### config.mk
export PLATFORM = sky130hd
export DESIGN_NAME = fpvm_pipe_ctrl
export DESIGN_NICKNAME = d
export VERILOG_FILES = /design/src/rtl/core/fpvm_pkg.sv /design/src/rtl/core/fpvm_pipe_ctrl.sv
export SDC_FILE = /design/constraint.sdc
export NUM_CORES = 1
export LEC_CHECK = 0
export ABC_CLOCK_PERIOD_IN_PS = 2400
export BUFFER_PORTS_ARGS = -buffer_cell sky130_fd_sc_hd__buf_2
export CAP_MARGIN = 20
export CORE_UTILIZATION = 28
export CTS_BUF_LIST = sky130_fd_sc_hd__clkbuf_16
export DETAILED_ROUTE_END_ITERATION = 16
export SLEW_MARGIN = 20
export SYNTH_ARGS = -nofsm -noshare
export SYNTH_HDL_FRONTEND = slang
export SYNTH_SLANG_ARGS = --single-unit
### constraint.sdc
create_clock -name clock -period 2.4 [get_ports clock]
set_input_delay 0.12 -clock clock [delete_from_list [all_inputs] [get_ports clock]]
set_output_delay 0.12 -clock clock [all_outputs]
set_load 0.05 [all_outputs]
### src/rtl/core/fpvm_pkg.sv
`timescale 1ns / 1ps
// Shared types and constants for the phase voltage modulator.
// No dependencies.
package fpvm_pkg;

   localparam int ANGLE_STAGES = 3;
   localparam int MOD_STAGES = 10;
   localparam int PIPE_STAGES = ANGLE_STAGES + MOD_STAGES;

   localparam int ROTOR_WIDTH = 32;
   localparam int VOLT_WIDTH = 16;
   localparam int PHASE_WIDTH = 17;
   localparam int ELEC_ANGLE_WIDTH = 16;
   localparam int SINE_WIDTH = 15;
   localparam int CSR_WIDTH = 32;
   localparam int CSR_INDEX_WIDTH = 3;

   localparam logic [CSR_INDEX_WIDTH-1:0] CSR_POLE_PAIR_COUNT = 3'd0;
   localparam logic [CSR_INDEX_WIDTH-1:0] CSR_ANGLE_OFFSET = 3'd1;
   localparam logic [CSR_INDEX_WIDTH-1:0] CSR_ROTATION_SIGN = 3'd2;
   localparam logic [CSR_INDEX_WIDTH-1:0] CSR_ELECTRICAL_ZERO = 3'd3;
   localparam logic [CSR_INDEX_WIDTH-1:0] CSR_SUPPLY_LIMIT = 3'd4;
   localparam logic [CSR_INDEX_WIDTH-1:0] CSR_SPACE_VECTOR_MODE = 3'd5;
   localparam logic [CSR_INDEX_WIDTH-1:0] CSR_CENTER_ENABLE = 3'd6;

   // direction factor codes (two bit signed)
   localparam logic [1:0] DIR_ZERO = 2'b00;
   localparam logic [1:0] DIR_POS = 2'b01;
   localparam logic [1:0] DIR_NEG_TWO = 2'b10;
   localparam logic [1:0] DIR_NEG = 2'b11;

   localparam logic signed [15:0] SQRT3_HALF = 16'sd28378;
   localparam int PHASE_MAX = 65535;
   localparam int PHASE_MIN = -65536;
   localparam longint Q30_ONE = 64'sd1073741824;
   localparam longint PI_HALF_Q30 = 64'sd1686629713;

   typedef logic signed [VOLT_WIDTH-1:0] volt_type;
   typedef logic signed [PHASE_WIDTH-1:0] phase_type;
   typedef logic [SINE_WIDTH-1:0] sine_type;

   typedef struct packed {
      logic [ANGLE_STAGES-1:0] angle_load;
      logic [MOD_STAGES-1:0]   mod_load;
   } pipe_ctrl_type;

endpackage

### src/rtl/core/fpvm_pipe_ctrl.sv
`timescale 1ns / 1ps
// Stage valid bits and per-stage load enables for the modulator pipeline.
// Depends on fpvm_pkg.
module fpvm_pipe_ctrl (
   input  logic                    clock,
   input  logic                    reset,
   input  logic                    req_valid,
   output logic                    req_stall,
   output logic                    rsp_valid,
   input  logic                    rsp_stall,
   output fpvm_pkg::pipe_ctrl_type ctrl
);
   import fpvm_pkg::*;

   logic [PIPE_STAGES-1:0] valid_ff;
   logic [PIPE_STAGES-1:0] valid_in;
   logic [PIPE_STAGES-1:0] load;

   // a stage advances unless it and every stage after it are full and the output stalls
   for (genvar gi = 0; gi < PIPE_STAGES; gi++) begin : g_load
      assign load[gi] = !(rsp_stall && (&valid_ff[PIPE_STAGES-1:gi]));
   end

   assign valid_in = (load & {valid_ff[PIPE_STAGES-2:0], req_valid}) | (~load & valid_ff);

   always_ff @(posedge clock) begin
      if (reset) begin
         valid_ff <= '0;
      end else begin
         valid_ff <= valid_in;
      end
   end

   assign ctrl.angle_load = load[ANGLE_STAGES-1:0];
   assign ctrl.mod_load = load[PIPE_STAGES-1:ANGLE_STAGES];
   assign req_stall = !load[0];
   assign rsp_valid = valid_ff[PIPE_STAGES-1];

   a_accept_fills_entry: assert property (@(posedge clock) disable iff (reset)
      req_valid && !req_stall |=> valid_ff[0])
      else $error("accepted word missing from first stage");

   a_count_holds: assert property (@(posedge clock) disable iff (reset)
      !(req_valid && !req_stall) && !(rsp_valid && !rsp_stall)
      |=> $countones(valid_ff) == $past($countones(valid_ff)))
      else $error("word count changed without a handshake");

   a_count_grows: assert property (@(posedge clock) disable iff (reset)
      (req_valid && !req_stall) && !(rsp_valid && !rsp_stall)
      |=> $countones(valid_ff) == $past($countones(valid_ff)) + 1)
      else $error("accepted word not counted");

endmodule

Yosys cells after proc, flatten, opt, wreduce, memory -nomap -nowiden
Index checks and enable logic that the tools add are counted.
W data, S select, Z words.

cells by class
  reductions and logical operators = 38
  bitwise logic cells = 4

operator list
  operator             count
  $and A13 B13 Y13     2
  $logic_and A1 B1 Y1  13
  $logic_not A1 Y1     13
  $not A13 Y13         1
  $or A13 B13 Y13      1
  $reduce_and A13 Y1   1
  $reduce_and A12 Y1   1
  $reduce_and A11 Y1   1
  $reduce_and A10 Y1   1
  $reduce_and A9 Y1    1
  $reduce_and A8 Y1    1
  $reduce_and A7 Y1    1
  $reduce_and A6 Y1    1
  $reduce_and A5 Y1    1
  $reduce_and A4 Y1    1
  $reduce_and A3 Y1    1
  $reduce_and A2 Y1    1

storage, ports and cells
  output and inout bits = 15
  input bits = 4
  register bits after elaboration = 13

Logic depth before layout (Yosys ltp)
  word-level depth = 6
  mapped depth = 5
  mapped depth without buffers = 4

Worst setup path before layout
OpenSTA, ideal clock, no wires.

  path type = flip-flop to output port
  start point = register (tool-made name)
  end point = output port ctrl[10] in the netlist's numbering
  cell stages (with the launch flop) = 6
  setup slack = -1.284 ns
  arrival = 3.564 ns
  cell sequence = dfxtp_1 > and4_1 > buf_6 > inv_4 > nor4_1 > inv_1

RTL lines
  what              RTL line              source
  end: declaration  fpvm_pipe_ctrl.sv:11  output fpvm_pkg::pipe_ctrl_type ctrl

==> results by stage <==
Route:
- For this block, the via count after detailed routing is 477.
- The iteration-0 DRC count of the detailed router is 13.
- The first-pass iteration count of the detailed router is 4.
- Dividing the detail-routed wire length by the instance count gives 10.2 microns.
- For this run, design rule violations remaining after detail routing come to 0.
- After detailed routing, the number of vias per cell comes to 4.46.
- The final antenna-violating net count is 0.
- After detailed routing, the total wire length is 1.09 mm.

CTS:
- The clock latency on the worst-skew pair is 0.24 ns.
- The number of instances resized during post-cts repair is 0.
- The post-CTS setup buffer count is 0.
- The root buffer selected by CTS is sky130_fd_sc_hd__clkbuf_16.
- Clock tree synthesis inserted a total of 3 buffers.
- The number of hold buffers added after CTS was 0.
- In this run the number of H-tree levels came out at 1.
- The clock sink total is 13.
- The maximum count of clock buffers along a single path is 2.
- Clock-pin slew was measured on the worst setup and hold paths at 0.04 ns.
- TritonCTS built the clock tree.

Timing:
- The clock period minus worst slack is 2.21 ns.
- The fraction of the cycle the final worst path needs is 0.922.
- The fmax is 452 MHz.
- The clock arrives with 0.00220 ns of skew.
- The count of final hold-check violations is 0.
- Setup slack on the critical path of the routed design comes to 0.187 ns.
- Setup violations remaining at the end of the flow were counted as 0.
- Setup repair after global routing left no endpoint under its margin.
- Headroom to the max-slew limit came out at 0.778.
- In the final timing run, aggregate negative setup slack is 0 ns.
- The transition time at the pin with the least slew margin is 0.334 ns.
- The max-slew violation count is 0.

Yosys:
- The mean area per synthesized cell is 8.50 sq um.
- The share of the Yosys chip area taken by registers is 0.494.
- The number of instances in the synthesized netlist is 62.
- The Yosys warning count is 0.
- The post-synthesis cell type count is 20.
- The flip-flop and latch count after synthesis is 13.
- In this run the cell area of the synthesized design comes to 527 sq um.
- Synthesis produced a netlist with a net count of 66.

Power and ir drop:
- The power consumption is 0.535 mW.
- The maximum ir drop on the vdd rail is 517 uV.
- Power spread over the standard cell area amounts to 736 nW/um^2.
- The leakage power of the design is 0.265 nW.

Finish:
- The fill cell total of the finished layout is 184.
- The number of antenna diodes in the final layout is 0.
- Compared with the post-synthesis result, the final layout area differs by 38.0%.
- Summing all multi-input logic gate instances after layout gives 230 sq um.
- The count of cells in the finished layout, fillers not included, comes to 107.
- The footprint of the flip-flops and latches is 260 sq um.
- The number of nets in the final layout is 87.
- The share of layout cells above drive strength 1 is 0.317.

Global route:
- Summed over all layers, the global routing overflow is 0.
- The via count of the first global-routing pass came to 391.
- The pin count of the biggest net entering global routing is 15.
- The first global-routing pass estimated 1.73 mm of wire.
- In the global route stage, overall resource usage came out at 0.122.
- The number of antenna violations at the first check in global routing is 0.

Critical path:
- The slowest stage of the critical path belongs to the cell sky130_fd_sc_hd__or4_4.
- The register-to-register path setup slack is 0.72 ns.
- The biggest fanout along the worst timing path is 9.
- The worst setup path is of the register to primary output kind.
- The critical path goes through and4_1 -> inv_4 -> or4_4 -> or2_1 -> buf_2.
- The worst endpoint data arrival time is 2.09 ns.
- The worst reg2reg path depth is 4.
- STA classifies the critical path endpoint as a primary output.
- Data on the critical path is required at its endpoint by 2.28 ns.
- In this design, the stage delay of the slowest critical-path cell is 0.55 ns.
- STA classifies the critical path startpoint as a register.

Die:
- In this run the core area contains 15 standard-cell rows.
- Measured along the x axis, the die boundary spans 45.4 microns.
- For this design the top-level I/O count stands at 19.
- The die covers 2060 sq um.
- The floorplan step set the die height to 45.4 microns.
- The area of the core is 1750 sq um.
- For this configuration, the core starts out at a cell density of 0.302.

Place:
- The sum of net half-perimeters after detailed placement is 808 microns.
- In this run the tool buffered the top-level ports with 18 buffer cells.
- The global placer's final weighted congestion is 0.675.
- The cell total after placement is 103.
- The post-placement worst setup slack is 0.450 ns.

Min path:
- The tightest min-delay check is of the primary input to register type.
- The startpoint of the tightest hold check path is req_valid.
- Along the worst hold path, the cell count comes to 2.

Outcome:
- The run finished with clean final reports.

Run:
- The tool flagged a number of max-cap violations equal to 0.
worst max path at each step:
stage | from | endpoint | slack, ns | depth (start not counted)
3_3_place_gp | register | ctrl[11] | 0.49 | 5
2_1_floorplan | register | ctrl[11] | 0.03 | 5
3_5_place_dp | register | ctrl[11] | 0.45 | 5
5_1_grt | register | ctrl[11] | 0.08 | 5
6_report | register | ctrl[11] | 0.19 | 5
4_1_cts | register | ctrl[11] | 0.19 | 5
routing by layer:
metal | vias to the layer above | track usage | wire [microns]
li1 | 248 | - | -
met1 | 216 | 0.162 | 525
met5 | - | 0 | 0
met4 | 0 | 0.0364 | 0
met2 | 13 | 0.165 | 490
met3 | 0 | 0.0714 | 76
worst max-delay path, delay by kind of cell, from the launching register on:
kind / cells / cell delay (ns)
and+or+nand+nor: 3 / 1.19
DFF: 1 / 0.37
buffers and inverters: 2 / 0.29
cells by family after synthesis:
group,Yosys count,synth area share
compound gates,12,0.138
buf+inv,11,0.0974
flops,13,0.494
simple gates,26,0.271
power breakdown:
| part | internal (mW) | switching, mW | total, mW |
|---|---|---|---|
| sequential | 0.219 | 0.00170 | 0.221 |
| clock | 0.219 | 0.0846 | 0.304 |
| combinational | 0.00412 | 0.00616 | 0.0103 |
| total | 0.443 | 0.0925 | 0.535 |
layout make-up:
cell class / count / share of cell area
clock buffers: 3 / 0.103
flip-flops and latches: 13 / 0.358
multi-input cells: 38 / 0.317
well taps: 25 / 0.0430
inverters: 9 / 0.0499
clock inverters: 1 / 0.00516
repair buffers: 18 / 0.124
stage by stage:
stage,instance area (sq um),util,hold WS (ns)
floorplan,542,-,0.189
global placement,648,0.371,0.355
detailed placement,648,0.371,0.359
CTS,727,0.416,0.110
global route,727,0.416,0.116
finish,727,0.416,0.106
cells in the mapped netlist:
cell | n | area, sq um
sky130_fd_sc_hd__a21oi_1 | 10 | 50.1
sky130_fd_sc_hd__and2_1 | 1 | 6.26
sky130_fd_sc_hd__and4_1 | 2 | 17.5
sky130_fd_sc_hd__buf_6 | 1 | 11.3
sky130_fd_sc_hd__clkbuf_1 | 1 | 3.75
sky130_fd_sc_hd__dfxtp_1 | 13 | 260
sky130_fd_sc_hd__inv_1 | 8 | 30.0
sky130_fd_sc_hd__inv_4 | 1 | 6.26
sky130_fd_sc_hd__nand2_1 | 6 | 22.5
sky130_fd_sc_hd__nand2b_1 | 1 | 6.26
sky130_fd_sc_hd__nand3_1 | 3 | 15.0
sky130_fd_sc_hd__nand4_1 | 3 | 18.8
sky130_fd_sc_hd__nor2_1 | 5 | 18.8
sky130_fd_sc_hd__nor4_1 | 1 | 6.26
sky130_fd_sc_hd__o21ba_2 | 1 | 10.0
sky130_fd_sc_hd__o31ai_2 | 1 | 12.5
sky130_fd_sc_hd__or2_1 | 1 | 6.26
sky130_fd_sc_hd__or3_1 | 1 | 6.26
sky130_fd_sc_hd__or4_1 | 1 | 7.51
sky130_fd_sc_hd__or4_4 | 1 | 11.3
layout by cell type, fill, tap and decap left out, drive strengths merged:
master,instances
buf,18
and4,2
nand4,3
nor4,1
dfxtp,13
inv,10
a21oi,10
nand2b,1
or3,1
nand2,6
nand3,3
or4,2
o31ai,1
and2,1
nor2,5
o21ba,1
or2,1
clkbuf,3
No activity file was read; power rests on OpenSTA's default activity.
