<file path="src/rtl/core/fpvm_pkg.sv">
`timescale 1ns / 1ps
// Shared types and constants for the phase voltage modulator.
// No dependencies.
package fpvm_pkg;

   localparam int ANGLE_STAGES = 3;
   localparam int MOD_STAGES = 10;
   localparam int PIPE_STAGES = ANGLE_STAGES + MOD_STAGES;

   localparam int ROTOR_WIDTH = 32;
   localparam int VOLT_WIDTH = 16;
   localparam int PHASE_WIDTH = 17;
   localparam int ELEC_ANGLE_WIDTH = 16;
   localparam int SINE_WIDTH = 15;
   localparam int CSR_WIDTH = 32;
   localparam int CSR_INDEX_WIDTH = 3;

   localparam logic [CSR_INDEX_WIDTH-1:0] CSR_POLE_PAIR_COUNT = 3'd0;
   localparam logic [CSR_INDEX_WIDTH-1:0] CSR_ANGLE_OFFSET = 3'd1;
   localparam logic [CSR_INDEX_WIDTH-1:0] CSR_ROTATION_SIGN = 3'd2;
   localparam logic [CSR_INDEX_WIDTH-1:0] CSR_ELECTRICAL_ZERO = 3'd3;
   localparam logic [CSR_INDEX_WIDTH-1:0] CSR_SUPPLY_LIMIT = 3'd4;
   localparam logic [CSR_INDEX_WIDTH-1:0] CSR_SPACE_VECTOR_MODE = 3'd5;
   localparam logic [CSR_INDEX_WIDTH-1:0] CSR_CENTER_ENABLE = 3'd6;

   // direction factor codes (two bit signed)
   localparam logic [1:0] DIR_ZERO = 2'b00;
   localparam logic [1:0] DIR_POS = 2'b01;
   localparam logic [1:0] DIR_NEG_TWO = 2'b10;
   localparam logic [1:0] DIR_NEG = 2'b11;

   localparam logic signed [15:0] SQRT3_HALF = 16'sd28378;
   localparam int PHASE_MAX = 65535;
   localparam int PHASE_MIN = -65536;
   localparam longint Q30_ONE = 64'sd1073741824;
   localparam longint PI_HALF_Q30 = 64'sd1686629713;

   typedef logic signed [VOLT_WIDTH-1:0] volt_type;
   typedef logic signed [PHASE_WIDTH-1:0] phase_type;
   typedef logic [SINE_WIDTH-1:0] sine_type;

   typedef struct packed {
      logic [ANGLE_STAGES-1:0] angle_load;
      logic [MOD_STAGES-1:0]   mod_load;
   } pipe_ctrl_type;

endpackage

</file>
<file path="src/rtl/core/fpvm_angle.sv">
`timescale 1ns / 1ps
// Electrical angle stages: shaft angle, pole pair scaling, quadrant and
// sine table address. Depends on fpvm_pkg.
module fpvm_angle #(
   parameter int SINE_TABLE_DEPTH = 1024,
   parameter int ANGLE_FRAC_BITS = 16
) (
   input  logic                                   clock,
   input  fpvm_pkg::pipe_ctrl_type                ctrl,
   input  logic [fpvm_pkg::ROTOR_WIDTH-1:0]       rotor_angle,
   input  logic                                   angle_is_mechanical,
   input  fpvm_pkg::volt_type                     volt_q,
   input  fpvm_pkg::volt_type                     volt_d,
   input  logic [6:0]                             pole_pair_count,
   input  logic [fpvm_pkg::ROTOR_WIDTH-1:0]       angle_offset,
   input  logic [1:0]                             rotation_sign,
   input  logic [15:0]                            electrical_zero,
   output logic [$clog2(SINE_TABLE_DEPTH+1)-1:0]  sine_addr,
   output logic [$clog2(SINE_TABLE_DEPTH+1)-1:0]  cosine_addr,
   output logic                                   sine_neg,
   output logic                                   cosine_neg,
   output fpvm_pkg::volt_type                     volt_q_out,
   output fpvm_pkg::volt_type                     volt_d_out,
   output logic [fpvm_pkg::ELEC_ANGLE_WIDTH-1:0]  elec_angle
);
   import fpvm_pkg::*;

   localparam int TB = ANGLE_FRAC_BITS;
   localparam int AW = $clog2(SINE_TABLE_DEPTH + 1);
   localparam int FRAC_BITS = ANGLE_FRAC_BITS - 2;
   localparam int PW = FRAC_BITS + AW;
   localparam logic [AW-1:0] DEPTH_CODE = AW'(SINE_TABLE_DEPTH);

   // stage 0: shaft angle
   logic [TB-1:0] diff;
   logic [TB-1:0] shaft_scaled;
   logic [TB-1:0] shaft_in;
   logic [TB-1:0] shaft_ff;
   logic          mech_ff;
   volt_type      vq0_ff;
   volt_type      vd0_ff;

   assign diff = rotor_angle[TB-1:0] - angle_offset[TB-1:0];

   always_comb begin
      case (rotation_sign)
         DIR_POS:     shaft_scaled = diff;
         DIR_NEG:     shaft_scaled = -diff;
         DIR_NEG_TWO: shaft_scaled = -(diff << 1);
         default:     shaft_scaled = '0;
      endcase
      shaft_in = angle_is_mechanical ? shaft_scaled : rotor_angle[TB-1:0];
   end

   always_ff @(posedge clock) begin
      if (ctrl.angle_load[0]) begin
         shaft_ff <= shaft_in;
         mech_ff <= angle_is_mechanical;
         vq0_ff <= volt_q;
         vd0_ff <= volt_d;
      end
   end

   // stage 1: electrical angle, one turn
   logic [TB+6:0]  turns_prod;
   logic [TB+15:0] zero_wide;
   logic [TB-1:0]  angle_in;
   logic [TB-1:0]  angle_ff;
   volt_type       vq1_ff;
   volt_type       vd1_ff;

   assign turns_prod = shaft_ff * pole_pair_count;
   assign zero_wide = {{TB{1'b0}}, electrical_zero};
   assign angle_in = mech_ff ? (turns_prod[TB-1:0] - zero_wide[TB-1:0]) : shaft_ff;

   always_ff @(posedge clock) begin
      if (ctrl.angle_load[1]) begin
         angle_ff <= angle_in;
         vq1_ff <= vq0_ff;
         vd1_ff <= vd0_ff;
      end
   end

   // stage 2: quadrant and table index
   logic [1:0]                  quad;
   logic [FRAC_BITS-1:0]        frac;
   logic [PW-1:0]               frac_prod;
   logic [AW-1:0]               idx;
   logic [AW-1:0]               sin_addr_in;
   logic [AW-1:0]               cos_addr_in;
   logic [ELEC_ANGLE_WIDTH-1:0] ang16_in;
   logic [AW-1:0]               sin_addr_ff;
   logic [AW-1:0]               cos_addr_ff;
   logic                        sin_neg_ff;
   logic                        cos_neg_ff;
   logic [ELEC_ANGLE_WIDTH-1:0] ang16_ff;
   volt_type                    vq2_ff;
   volt_type                    vd2_ff;

   assign quad = angle_ff[TB-1:TB-2];
   assign frac = angle_ff[FRAC_BITS-1:0];
   assign frac_prod = PW'(frac) * PW'(SINE_TABLE_DEPTH);
   assign idx = AW'(frac_prod >> FRAC_BITS);
   assign sin_addr_in = quad[0] ? (DEPTH_CODE - idx) : idx;
   assign cos_addr_in = quad[0] ? idx : (DEPTH_CODE - idx);

   if (TB >= ELEC_ANGLE_WIDTH) begin : g_ang_down
      assign ang16_in = angle_ff[TB-1:TB-ELEC_ANGLE_WIDTH];
   end else begin : g_ang_up
      assign ang16_in = {angle_ff, {(ELEC_ANGLE_WIDTH-TB){1'b0}}};
   end

   always_ff @(posedge clock) begin
      if (ctrl.angle_load[2]) begin
         sin_addr_ff <= sin_addr_in;
         cos_addr_ff <= cos_addr_in;
         sin_neg_ff <= quad[1];
         cos_neg_ff <= quad[1] ^ quad[0];
         ang16_ff <= ang16_in;
         vq2_ff <= vq1_ff;
         vd2_ff <= vd1_ff;
      end
   end

   assign sine_addr = sin_addr_ff;
   assign cosine_addr = cos_addr_ff;
   assign sine_neg = sin_neg_ff;
   assign cosine_neg = cos_neg_ff;
   assign volt_q_out = vq2_ff;
   assign volt_d_out = vd2_ff;
   assign elec_angle = ang16_ff;

endmodule

</file>
<file path="config.mk">
export PLATFORM = sky130hd
export DESIGN_NAME = fpvm_angle
export DESIGN_NICKNAME = d
export VERILOG_FILES = /design/src/rtl/core/fpvm_pkg.sv /design/src/rtl/core/fpvm_angle.sv
export SDC_FILE = /design/constraint.sdc
export NUM_CORES = 1
export LEC_CHECK = 0
export ABC_AREA = 1
export BUFFER_PORTS_ARGS = -buffer_cell sky130_fd_sc_hd__buf_2
export CORE_MARGIN = 2
export CORE_UTILIZATION = 30
export DETAILED_ROUTE_END_ITERATION = 6
export GPL_ROUTABILITY_DRIVEN = 0
export GPL_TIMING_DRIVEN = 0
export HOLD_SLACK_MARGIN = 0.03
export PLACE_DENSITY = 0.58
export SLEW_MARGIN = 20
export SYNTH_ARGS = -nofsm -noshare
export SYNTH_HDL_FRONTEND = slang
export SYNTH_SLANG_ARGS = --single-unit
export TNS_END_PERCENT = 30
</file>
<file path="constraint.sdc">
create_clock -name clock -period 6.6 [get_ports clock]
set_input_delay 1.32 -clock clock [delete_from_list [all_inputs] [get_ports clock]]
set_output_delay 1.32 -clock clock [all_outputs]
set_load 0.03 [all_outputs]
</file>
* After elaboration in Yosys (flattened, before gate mapping)
Index checks and enable logic that the tools add are counted.
W data, S select, Z words.
** Operators by class
- Add/subtract/negate cells :: 5
- Multiply operators :: 1
- Divide/modulo/power cells :: 0
- $lt $le $gt $ge :: 0
- Equality and inequality tests :: 3
- Shift-type cells :: 0
- Muxes and demuxes :: 5
- Bitwise operators :: 1
- Reduce and logical (&&, ||, !) cells :: 0
** Operators by type and width (count)
- $pmux W16 S3 :: 1
- $mux W16 :: 2
- $neg A16 Y16 :: 2
- $sub A16 B16 Y16 :: 2
- $mux W10 :: 2
- $mul A16 B7 Y16 :: 1
- $sub A11 B10 Y11 const A :: 1
- $eq A2 B2 Y1 const B :: 2
- $eq A2 B1 Y1 const B :: 1
- $xor A1 B1 Y1 :: 1
** Storage, ports and cells
- Flip-flop bits (word level) :: 169
- Bits in latches :: 0
- Memory bits (writable) :: 0
- Memory bits (read-only) :: 0
- Bits of input ports :: 136
- Output and inout bits :: 72
- Memories kept :: 0

* Logic depth before layout (Yosys ltp)
Gate-level depths: netlist of the first run.
- Depth in word-level cells :: 4
- Depth in mapped cells :: 25

* Least setup slack after synthesis of the first run
Ideal clock, no wire load.
- Path type :: input port to flip-flop
- Start point :: in pole_pair_count[6]
- End point :: reg angle_ff[11], in the netlist ang16_in[11] (data pin)
- Library setup time :: 0.254 ns
- Data arrival time :: 5.188 ns
- Path slack :: 1.158 ns
- Stages on the path :: 19
- Buffers on the path :: 1
- Cells stage by stage :: clkbuf_1 nand2_1 fa_1 fa_1 inv_1 fa_1 inv_1 fa_1 inv_1 ha_1 a21oi_1 o21ai_0 nand2_1 nand2_1 nand2_1 nand2_1 or2_2 nand3_1 nand2_1
** On the way
- Cells in the longest elaborated chain, start to end :: 3
** RTL lines
- from (decl) :: RTL line fpvm_angle.sv:14 : input logic [6:0] pole_pair_count,
- $mul A16 B7 Y16 :: RTL line fpvm_angle.sv:72 : assign turns_prod = shaft_ff * pole_pair_count;
- $sub A16 B16 Y16 :: RTL line fpvm_angle.sv:74 : assign angle_in = mech_ff ? (turns_prod[TB-1:0] - zero_wide[TB-1:0]) : shaft_ff;
- $mux W16 :: RTL line fpvm_angle.sv:74
- via angle_in[11] :: RTL line fpvm_angle.sv:67 : logic [TB-1:0] angle_in;
- to (signal assigned) :: RTL line fpvm_angle.sv:78 : angle_ff <= angle_in;
- to (decl) :: RTL line fpvm_angle.sv:68 : logic [TB-1:0] angle_ff;
The timed path passes the listed nets, and every way through them passes these cells.
A chain may end at the register's enable or synchronous reset.

* Worst setup path in the final report of the first run
- Start point :: in pole_pair_count[2]
- End point :: reg angle_ff[11], in the netlist ang16_in[11] (data pin)
The elaborated chain is that of the path after synthesis.

==> results of run 1 <==
## Yosys cell counts, drive strengths merged
cell type | instances | area (sq um)
o221ai | 3 | 26.28
and2 | 2 | 12.51
o21ai | 45 | 229.0
nand3b | 5 | 37.54
a21oi | 20 | 100.1
inv | 256 | 960.9
fa | 68 | 1361
o211a | 1 | 10.01
or2 | 5 | 31.28
nand4 | 13 | 81.33
nand3 | 52 | 280.3
o22ai | 3 | 18.77
clkbuf | 22 | 82.58
edfxtp | 166 | 4985
nor2 | 40 | 175.2
nor3b | 2 | 26.28
a21o | 1 | 7.510
nor3 | 6 | 30.03
a31oi | 2 | 12.51
nand2 | 339 | 1338
xor2 | 22 | 211.5
a221oi | 1 | 8.760
ha | 43 | 538.0
o2111ai | 1 | 8.760
buf | 8 | 52.55
a22oi | 1 | 7.510
clkinv | 3 | 11.26
xnor2 | 11 | 96.34
## per-layer routing
layer	global-route usage (%)	vias up	part of all wire [%]
met5	0	-	0.053
met4	3.364	2	1.2
met3	2.005	21	4.7
met2	23.03	192	49
met1	17.68	3634	45
li1	-	3940	-
## power by group through the flow
stage	Clock (mW)	Combinational, mW	Sequential [mW]
finish	0.975	2.28	1.52
detailed placement	0	2.29	1.55
global route	1.05	2.63	1.55
CTS	1.00	2.30	1.53
global placement	0	2.26	1.54
floorplan	0	1.55	1.70
## worst paths after layout
path	start	endpoint	slack (ps)	cells past startpoint
max	pole_pair_count[2]	ang16_in[11]	860	24
min	vd1_ff[8]	volt_d_out[8]	420	0
max reg2reg	shaft_ff[0]	ang16_in[11]	1540	19
min reg2reg	vd1_ff[8]	volt_d_out[8]	420	0
## logic make-up (layout without fill, tap and decap cells)
family	after synthesis	after routing	synth area share, %
AO/OA/AOI/OAI	78	78	3.996
XOR/XNOR	33	33	2.866
adder cells (fa/ha/maj)	111	111	17.68
buffers and inverters	289	486	10.31
flip-flops	166	166	46.41
other	0	1	0
AND/OR/NAND/NOR	464	464	18.73
## final cells by class
| cell class | count | area share, % |
|---|---|---|
| clock inverter | 14 | 1.293 |
| multi-input combinational | 686 | 36.39 |
| antenna | 1 | 0.01959 |
| inverter | 259 | 7.610 |
| timing repair buffer | 165 | 6.738 |
| sequential | 166 | 39.02 |
| buffer | 30 | 1.058 |
| tap | 461 | 4.515 |
| clock buffer | 18 | 3.359 |
## flip-flops by register name (all words and copies together), names as in the netlist
| signal | count |
|---|---|
| cosine_addr | 10 |
| volt_d_out | 16 |
| sine_addr | 11 |
| volt_q_out | 16 |
| sine_neg | 1 |
| cosine_neg | 1 |
| vd0_ff | 16 |
| shaft_ff | 16 |
| vq1_ff | 16 |
| ang16_in | 16 |
| vd1_ff | 16 |
| vq0_ff | 16 |
| elec_angle | 14 |
| mech_ff | 1 |
## per-stage QoR
step | cell area, sq um | instances | setup slack, ps
after floorplan | 10740 | 1141 | 1158
after CTS | 12770 | 1799 | 934.6
after global routing | 12770 | 1799 | 557.0
final | 12770 | 1800 | 860.1
after global placement | 12130 | 1765 | 513.9
after detailed placement | 12180 | 1767 | 483.6
## worst max-delay path: stages
cell and delay (ps):
buf_2 150, clkbuf_1 460, nand2_1 100, inv_1 90, fa_1 410, ha_1 310, fa_1 540, inv_1 60
fa_1 520, inv_1 40, ha_1 340, a21oi_1 160, nand2_1 110, nand2_1 100, nand2_1 60, a21oi_1 300
o21ai_0 190, nand2_1 90, nand2_1 50, nand2_1 50, nand2_1 70, or2_2 270, nand3_1 60, nand2_1 50
==> results_dict.tcl, run 1 <==
set metrics [dict create \
    p_switching_mw 1.983 \
    endpoint_kind "flip-flop" \
    start_util_pct 30.34 \
    clock_latency_ps 420 \
    clock_sinks 166 \
    p_leak_nw 6.267 \
    grt_pass1_vias 7631 \
    synth.cell_area_sq_mm 0.01074 \
    synth_seq_cells 166 \
    cp_max_fo 10 \
    post-route-min-period_ps 5740 \
    wl_microns 24440 \
    worstMarginPinSlew_ps 657.6 \
    swShare_pct 41.48 \
    drive_above_1_share_pct 17.94 \
    wire_per_inst_microns 13.58 \
    holdWs_ps 419.3 \
    final_common_cell "nand2_1" \
    drt_first_pass_iters 4 \
    syn_inst 1141 \
    cts.repair.resized 0 \
    max_cap_violations 0 \
    cts_root_buffer "clkbuf_16" \
    final-setup-viol-count 0 \
    portBuffers 163 \
    grt_pass1_wl_microns 39720 \
    post-route-period-util_pct 86.97 \
    antenna_left 0 \
    cts_buffers 17 \
    syn_nets 1388 \
    clkTransAtPathRegs_ps 70 \
    finalHoldViolCount 0 \
    design.portCount 208 \
    fin_nets 1572 \
    regArea_sq_mm 0.004985 \
    dieArea_sq_mm 0.03733 \
    ys_types 41 \
    die_w_microns 193.2 \
    cts_hold_buf 0 \
    seqPwrFrac_pct 31.9 \
    fillers 3678 \
    core_sq_mm 0.03540 \
    hold_path.class "flip-flop to flip-flop" \
    vias 7789 \
    antenna_found_initial 2 \
    cts_buffer_depth 2 \
    vdd_drop_max_uv 247.7 \
    final_cell_mix "319 x nand2_1, 254 x inv_1, 166 x edfxtp_1" \
    status "completed" \
    cts_tree "built" \
    die_h_microns 193.2 \
    cp.arrival_ps 5920 \
    area_delta_synth_final_pct 18.94 \
    power.internal_mw 2.798 \
    fin_worst_skew_ps 5.752 \
    crit_required_ps 6780 \
    utilization_pct 36.09 \
    clkPwrFrac_pct 20.4 \
    worstSetupStartpointType "input pin" \
    tns_ps 0 \
    dp_hpwl_microns 19270 \
    avgSynthCellArea_sq_um 9.413 \
    drc 0 \
    grt_max_degree 50 \
    multi_input_area_sq_mm 0.004648 \
    seq_area_frac_synth_pct 46.41 \
    overflow 0 \
    p_comb_share_pct 47.7 \
    slew-limit-headroom_pct 56.16 \
    htreeDepth 4 \
    first_iter_violations 450 \
    grt_setup_unrepaired "no" \
    rows 69 \
    power_mw 4.781 \
    grt_usage_pct 13.38 \
    cellPowerDensity_mw_per_mm2 374.3 \
    vias_per_cell 4.327 \
    yosys_warnings 0 \
    drv_slew 0 \
    postCtsSetupBuffers 0 \
    clock.fmax_ghz 0.1742 \
    path_class "input pin to flip-flop" \
]
Note: power is estimated with default switching activity, not from simulation.
==> run 2: changes to the inputs <==
--- a/config.mk
+++ b/config.mk
@@ -6,14 +6,13 @@
 export NUM_CORES = 1
 export LEC_CHECK = 0
 export ABC_AREA = 1
-export BUFFER_PORTS_ARGS = -buffer_cell sky130_fd_sc_hd__buf_2
-export CORE_MARGIN = 2
 export CORE_UTILIZATION = 30
 export DETAILED_ROUTE_END_ITERATION = 6
+export DONT_BUFFER_PORTS = 1
 export GPL_ROUTABILITY_DRIVEN = 0
 export GPL_TIMING_DRIVEN = 0
 export HOLD_SLACK_MARGIN = 0.03
-export PLACE_DENSITY = 0.58
+export PLACE_DENSITY = 0.53
 export SLEW_MARGIN = 20
 export SYNTH_ARGS = -nofsm -noshare
 export SYNTH_HDL_FRONTEND = slang
==> run 2 against run 1 <==
  * Hold slack about the same
  * Power shrank 2.4%
  * Design area decreased by 6.7%
  * Die area down 2.1%
  * Sequential power rose by 14%
  * Worst setup slack better by 120 ps
  * Non-clock buffer count is 165 lower
  * Via count fell by 7.5%
  * Clock power up 0.4%
  * Sequential share of layout area up 2.8 points
  * Largest cell class unchanged
==> results_dict.tcl, run 2 (same netlist as run 1, synthesis figures left out) <==
set metrics [dict create \
    power.internal_mw 2.698 \
    cellPowerDensity_mw_per_mm2 391.5 \
    grt_usage_pct 13.70 \
    dp_hpwl_microns 18710 \
    start_util_pct 30.79 \
    antenna_found_initial 0 \
    p_comb_share_pct 41.9 \
    vdd_drop_max_uv 245.1 \
    grt_pass1_wl_microns 38270 \
    num_antenna_cells 0 \
    clkPwrFrac_pct 21.0 \
    core_sq_mm 0.03488 \
    drc 0 \
    p_leak_nw 5.609 \
    dieArea_sq_mm 0.03656 \
    grt_pass1_vias 7102 \
    fillers 3583 \
    max_cap_violations 0 \
    r2r-end "ang16_in[11]" \
    setup.worst_path.end "ang16_in[11]" \
    post-route-period-util_pct 85.19 \
    overflow 0 \
    path_class "input pin to flip-flop" \
    drive_above_1_share_pct 6.479 \
    endpoint_kind "flip-flop" \
    grt_max_degree 70 \
    clkTransAtPathRegs_ps 70 \
    postCtsSetupBuffers 0 \
    reg2reg_from "shaft_ff[1]" \
    grt_setup_unrepaired "no" \
    swShare_pct 42.18 \
    cp_max_fo 10 \
    worstMarginPinSlew_ps 681.0 \
    cts_tree "built" \
    worstSetupStartpointType "input pin" \
    cts_hold_buf 0 \
    finalHoldViolCount 0 \
    fin_nets 1407 \
    htreeDepth 4 \
    final_common_cell "nand2_1" \
    area_delta_synth_final_pct 10.97 \
    die_h_microns 191.2 \
    cp.arrival_ps 5800 \
    slew-limit-headroom_pct 54.60 \
    die_w_microns 191.2 \
    power_mw 4.666 \
    vias_per_cell 4.426 \
    status "completed" \
    cts_buffer_depth 2 \
    wl_microns 24150 \
    wire_per_inst_microns 14.83 \
    hold_path.class "flip-flop to flip-flop" \
    startpoint "pole_pair_count[0]" \
    drt_first_pass_iters 5 \
    seqPwrFrac_pct 37.1 \
    tns_ps 0 \
    rows 68 \
    vias 7206 \
    drv_slew 0 \
    reg2reg_depth 23 \
    portBuffers 0 \
    crit_required_ps 6780 \
    cts.repair.resized 0 \
    cts_root_buffer "clkbuf_16" \
    antenna_left 0 \
    clock.fmax_ghz 0.1779 \
    final-setup-viol-count 0 \
    cts_buffers 17 \
    design.portCount 208 \
    fin_worst_skew_ps 9.226 \
    clock_sinks 166 \
    p_switching_mw 1.968 \
    post-route-min-period_ps 5622 \
    clock_latency_ps 420 \
    r2r_slack_ps 1530 \
    first_iter_violations 396 \
    final_cell_mix "319 x nand2_1, 254 x inv_1, 166 x edfxtp_1" \
]
-- run 2: changes by cell type in the layout (fill, tap and decap cells not counted), moves of 2 or more --
cell	previous run	this run
buf_2	161	0
buf_12	2	0
clkinv_8	2	6
buf_4	6	4
-- run 2: routing by layer --
layer	vias to the layer above	global-route usage [%]	share of wire [%]
li1	3601	-	-
met1	3421	17.65	45
met2	168	23.26	49
met3	16	3.048	4.8
met4	0	3.205	0.96
met5	-	0	0
-- run 2: layout make-up --
cell class                 instances  area, sq um  share of cell area [%]
sequential                       166         4985                   41.82
clock inverter                    15        183.9                   1.543
multi-input combinational        686         4648                   39.00
buffer                            30        135.1                   1.134
tap                              455        569.3                   4.776
clock buffer                      17        425.4                   3.569
inverter                         259        972.2                   8.157
-- run 2: how the worst min path moves through the flow --
stage	start	cells past startpoint	to	slack [ps]
after floorplan	ang16_in[0]	0	elec_angle[0]	400
after global placement	vq1_ff[12]	0	volt_q_out[12]	400
after detailed placement	vd0_ff[11]	0	vd1_ff[11]	400
after CTS	vd0_ff[5]	0	vd1_ff[5]	410
after global routing	vd0_ff[1]	0	vd1_ff[1]	420
final	vq1_ff[1]	0	volt_q_out[1]	420
-- run 2: power groups by stage --
stage	sequential (mW)	combinational (mW)	clock, mW
finish	1.73	1.96	0.979
floorplan	1.70	1.55	0
global route	1.76	2.29	1.05
global placement	1.76	1.94	0
detailed placement	1.76	1.96	0
CTS	1.74	1.97	1.01
-- run 2: through the flow --
step | util [%] | cells | instance area, sq um | worst slack, ps | hold slack [ps]
detailed placement | 32.42 | 1596 | 11310 | 530.6 | 404.5
CTS | 34.17 | 1628 | 11920 | 993.5 | 414.1
global placement | 32.42 | 1596 | 11310 | 593.2 | 400.3
floorplan | - | 1141 | 10740 | 1158 | 400.3
finish | 34.17 | 1628 | 11920 | 977.6 | 419.6
global route | 34.17 | 1628 | 11920 | 488.6 | 423.7
-- run 2: worst max-delay path: stages --
cell	delay, ps
clkbuf_1	310
clkbuf_1	430
nand2_1	150
fa_1	510
inv_1	40
fa_1	470
inv_1	50
fa_1	530
inv_1	40
ha_1	340
a21oi_1	160
nand2_1	120
nand2_1	100
nand2_1	50
a21oi_1	320
o21ai_0	190
nand2_1	90
nand2_1	50
nand2_1	50
nand2_1	70
or2_2	270
nand3_1	70
nand2_1	60
==> run 3: changes to the inputs <==
--- a/config.mk
+++ b/config.mk
@@ -6,13 +6,13 @@
 export NUM_CORES = 1
 export LEC_CHECK = 0
 export ABC_AREA = 1
-export CORE_UTILIZATION = 30
+export CORE_UTILIZATION = 55
 export DETAILED_ROUTE_END_ITERATION = 6
 export DONT_BUFFER_PORTS = 1
 export GPL_ROUTABILITY_DRIVEN = 0
 export GPL_TIMING_DRIVEN = 0
 export HOLD_SLACK_MARGIN = 0.03
-export PLACE_DENSITY = 0.53
+export PLACE_DENSITY = 0.79
 export SLEW_MARGIN = 20
 export SYNTH_ARGS = -nofsm -noshare
 export SYNTH_HDL_FRONTEND = slang
==> run 3 against run 2 <==
  * Global-route usage is 8.8 points higher
  * Clock skew down 2.2 ps
  * Critical path depth unchanged
  * First-iteration DRC count increased by 20%
  * Register-to-register slack better by 80 ps
  * Combinational power barely moved
  * Critical endpoint unchanged
  * Largest power group unchanged
==> results_dict.tcl, run 3 (same netlist as run 1, synthesis figures left out) <==
set metrics [dict create \
    drive_above_1_share_pct 6.314 \
    grt_usage_pct 22.46 \
    portBuffers 0 \
    postCtsSetupBuffers 0 \
    cts_hold_buf 0 \
    status "completed" \
    cp_max_fo 10 \
    die_h_microns 141.7 \
    clkTransAtPathRegs_ps 60 \
    dpl_cell_area_sq_mm 0.01107 \
    place_ws_ps 597.4 \
    overflow 0 \
    vias 7332 \
    final_common_cell "nand2_1" \
    cp.arrival_ps 5810 \
    area_delta_synth_final_pct 8.178 \
    fin_worst_skew_ps 7.035 \
    drv_slew 0 \
    start_util_pct 56.85 \
    gr-max-usage-layer "met2" \
    clock_latency_ps 410 \
    worstSetupStartpointType "input pin" \
    startpoint "pole_pair_count[0]" \
    antenna_found_initial 0 \
    drc 0 \
    grt_setup_unrepaired "no" \
    rows 50 \
    met2_usage_pct 38.92 \
    wire_per_inst_microns 14.77 \
    grt_pass1_vias 7171 \
    tns_ps 0 \
    cp_cell_sequence "clkbuf_1, clkbuf_1, nand2_1, fa_1, inv_1, fa_1, inv_1, fa_1, inv_1, ha_1, a21oi_1, nand2_1, nand2_1, nand2_1, a21oi_1, o21ai_0, nand2_1, nand2_1, nand2_1, nand2_1, or2_2, nand3_1, nand2_1" \
    fin_area_sq_mm 0.01162 \
    post-route-period-util_pct 85.53 \
    finalHoldViolCount 0 \
    grt_max_degree 70 \
    vias_per_cell 5.120 \
    cellPowerDensity_mw_per_mm2 394.0 \
    fin_nets 1407 \
    grtUsageMet1_pct 27.87 \
    crit_top_cell "nand2_1" \
    die_w_microns 141.7 \
    final_cell_mix "319 x nand2_1, 254 x inv_1, 166 x edfxtp_1" \
    cts.repair.resized 0 \
    endpoint_kind "flip-flop" \
    first_iter_violations 474 \
    regArea_sq_mm 0.004985 \
    dp_hpwl_microns 16630 \
    reg2reg_from "shaft_ff[1]" \
    max_cap_violations 0 \
    core_sq_mm 0.01889 \
    worstMarginPinSlew_ps 573.7 \
    clock.fmax_ghz 0.1771 \
    min-delay-start "vq1_ff[11]" \
    path_class "input pin to flip-flop" \
    vdd_drop_max_uv 223.1 \
    slowest_delay_ps 520 \
    clock_sinks 166 \
    num_antenna_cells 0 \
    wl_microns 21140 \
    drt_first_pass_iters 5 \
    slowest_stage "fa_1" \
    antenna_left 0 \
    met3_usage_pct 4.354 \
    cts_buffers 17 \
    final-setup-viol-count 0 \
    cts_root_buffer "clkbuf_16" \
    post-route-min-period_ps 5645 \
    cts_tree "built" \
    cts_buffer_depth 2 \
    grt_pass1_wl_microns 34800 \
    slew-limit-headroom_pct 61.75 \
    multi_input_area_sq_mm 0.004648 \
    htreeDepth 4 \
    fin_ws_ps 954.8 \
    design.portCount 208 \
    fillers 1566 \
    dieArea_sq_mm 0.02009 \
    crit_required_ps 6760 \
    p_leak_nw 5.590 \
    hold_path.class "flip-flop to flip-flop" \
]
## run 3: cell types whose count changed in the layout (fill, tap and decap cells not counted)
cell / before / now
clkinv_8: 6 / 0
clkinv_2: 0 / 3
inv_8: 4 / 1
clkinv_4: 1 / 3
bufinv_16: 0 / 1
clkinv_1: 3 / 4
inv_6: 2 / 3
## run 3: path summary, 6_finish.rpt
| path | end | slack (ps) | cells past startpoint |
|---|---|---|---|
| worst max-delay path | ang16_in[11] | 950 | 23 |
| worst min register to register | volt_q_out[11] | 410 | 0 |
| worst min-delay path | volt_q_out[11] | 410 | 0 |
| worst max register to register | ang16_in[11] | 1610 | 23 |
## run 3: where the power goes
part / switching, mW / internal (mW) / leakage, nW
clock: 0.388 / 0.520 / 0.269
sequential: 0.295 / 1.43 / 1.63
combinational: 1.19 / 0.758 / 3.69
## run 3: metal layers
layer	vias to the layer above	wire length [microns]
met2	262	10760
met4	0	496
met1	3424	8643
met3	38	1247
li1	3608	-
met5	-	0
## run 3: area by class of cell
class | count | area share [%]
clock inverters | 14 | 1.098
plain buffers | 30 | 1.163
flip-flops and latches | 166 | 42.90
multi-input cells | 686 | 40.01
clock buffers | 17 | 3.661
well taps | 260 | 2.800
inverters | 259 | 8.367
## run 3: metrics by stage
step                      hold WS, ps  power (mW)  std cells  util [%]
after floorplan                 400.3       3.245       1141         -
after global placement          400.9       3.626       1401     58.57
after detailed placement        404.5       3.684       1401     58.57
after CTS                       416.0       4.595       1432     61.50
after global routing            421.9       4.971       1432     61.50
final                           413.5       4.578       1432     61.50
## run 3: worst max-delay path, delay by kind of cell
family,cells,cell delay [ps]
compound gates,3,640
simple gates,11,1080
fa+ha+maj,4,1850
buf+inv,5,940
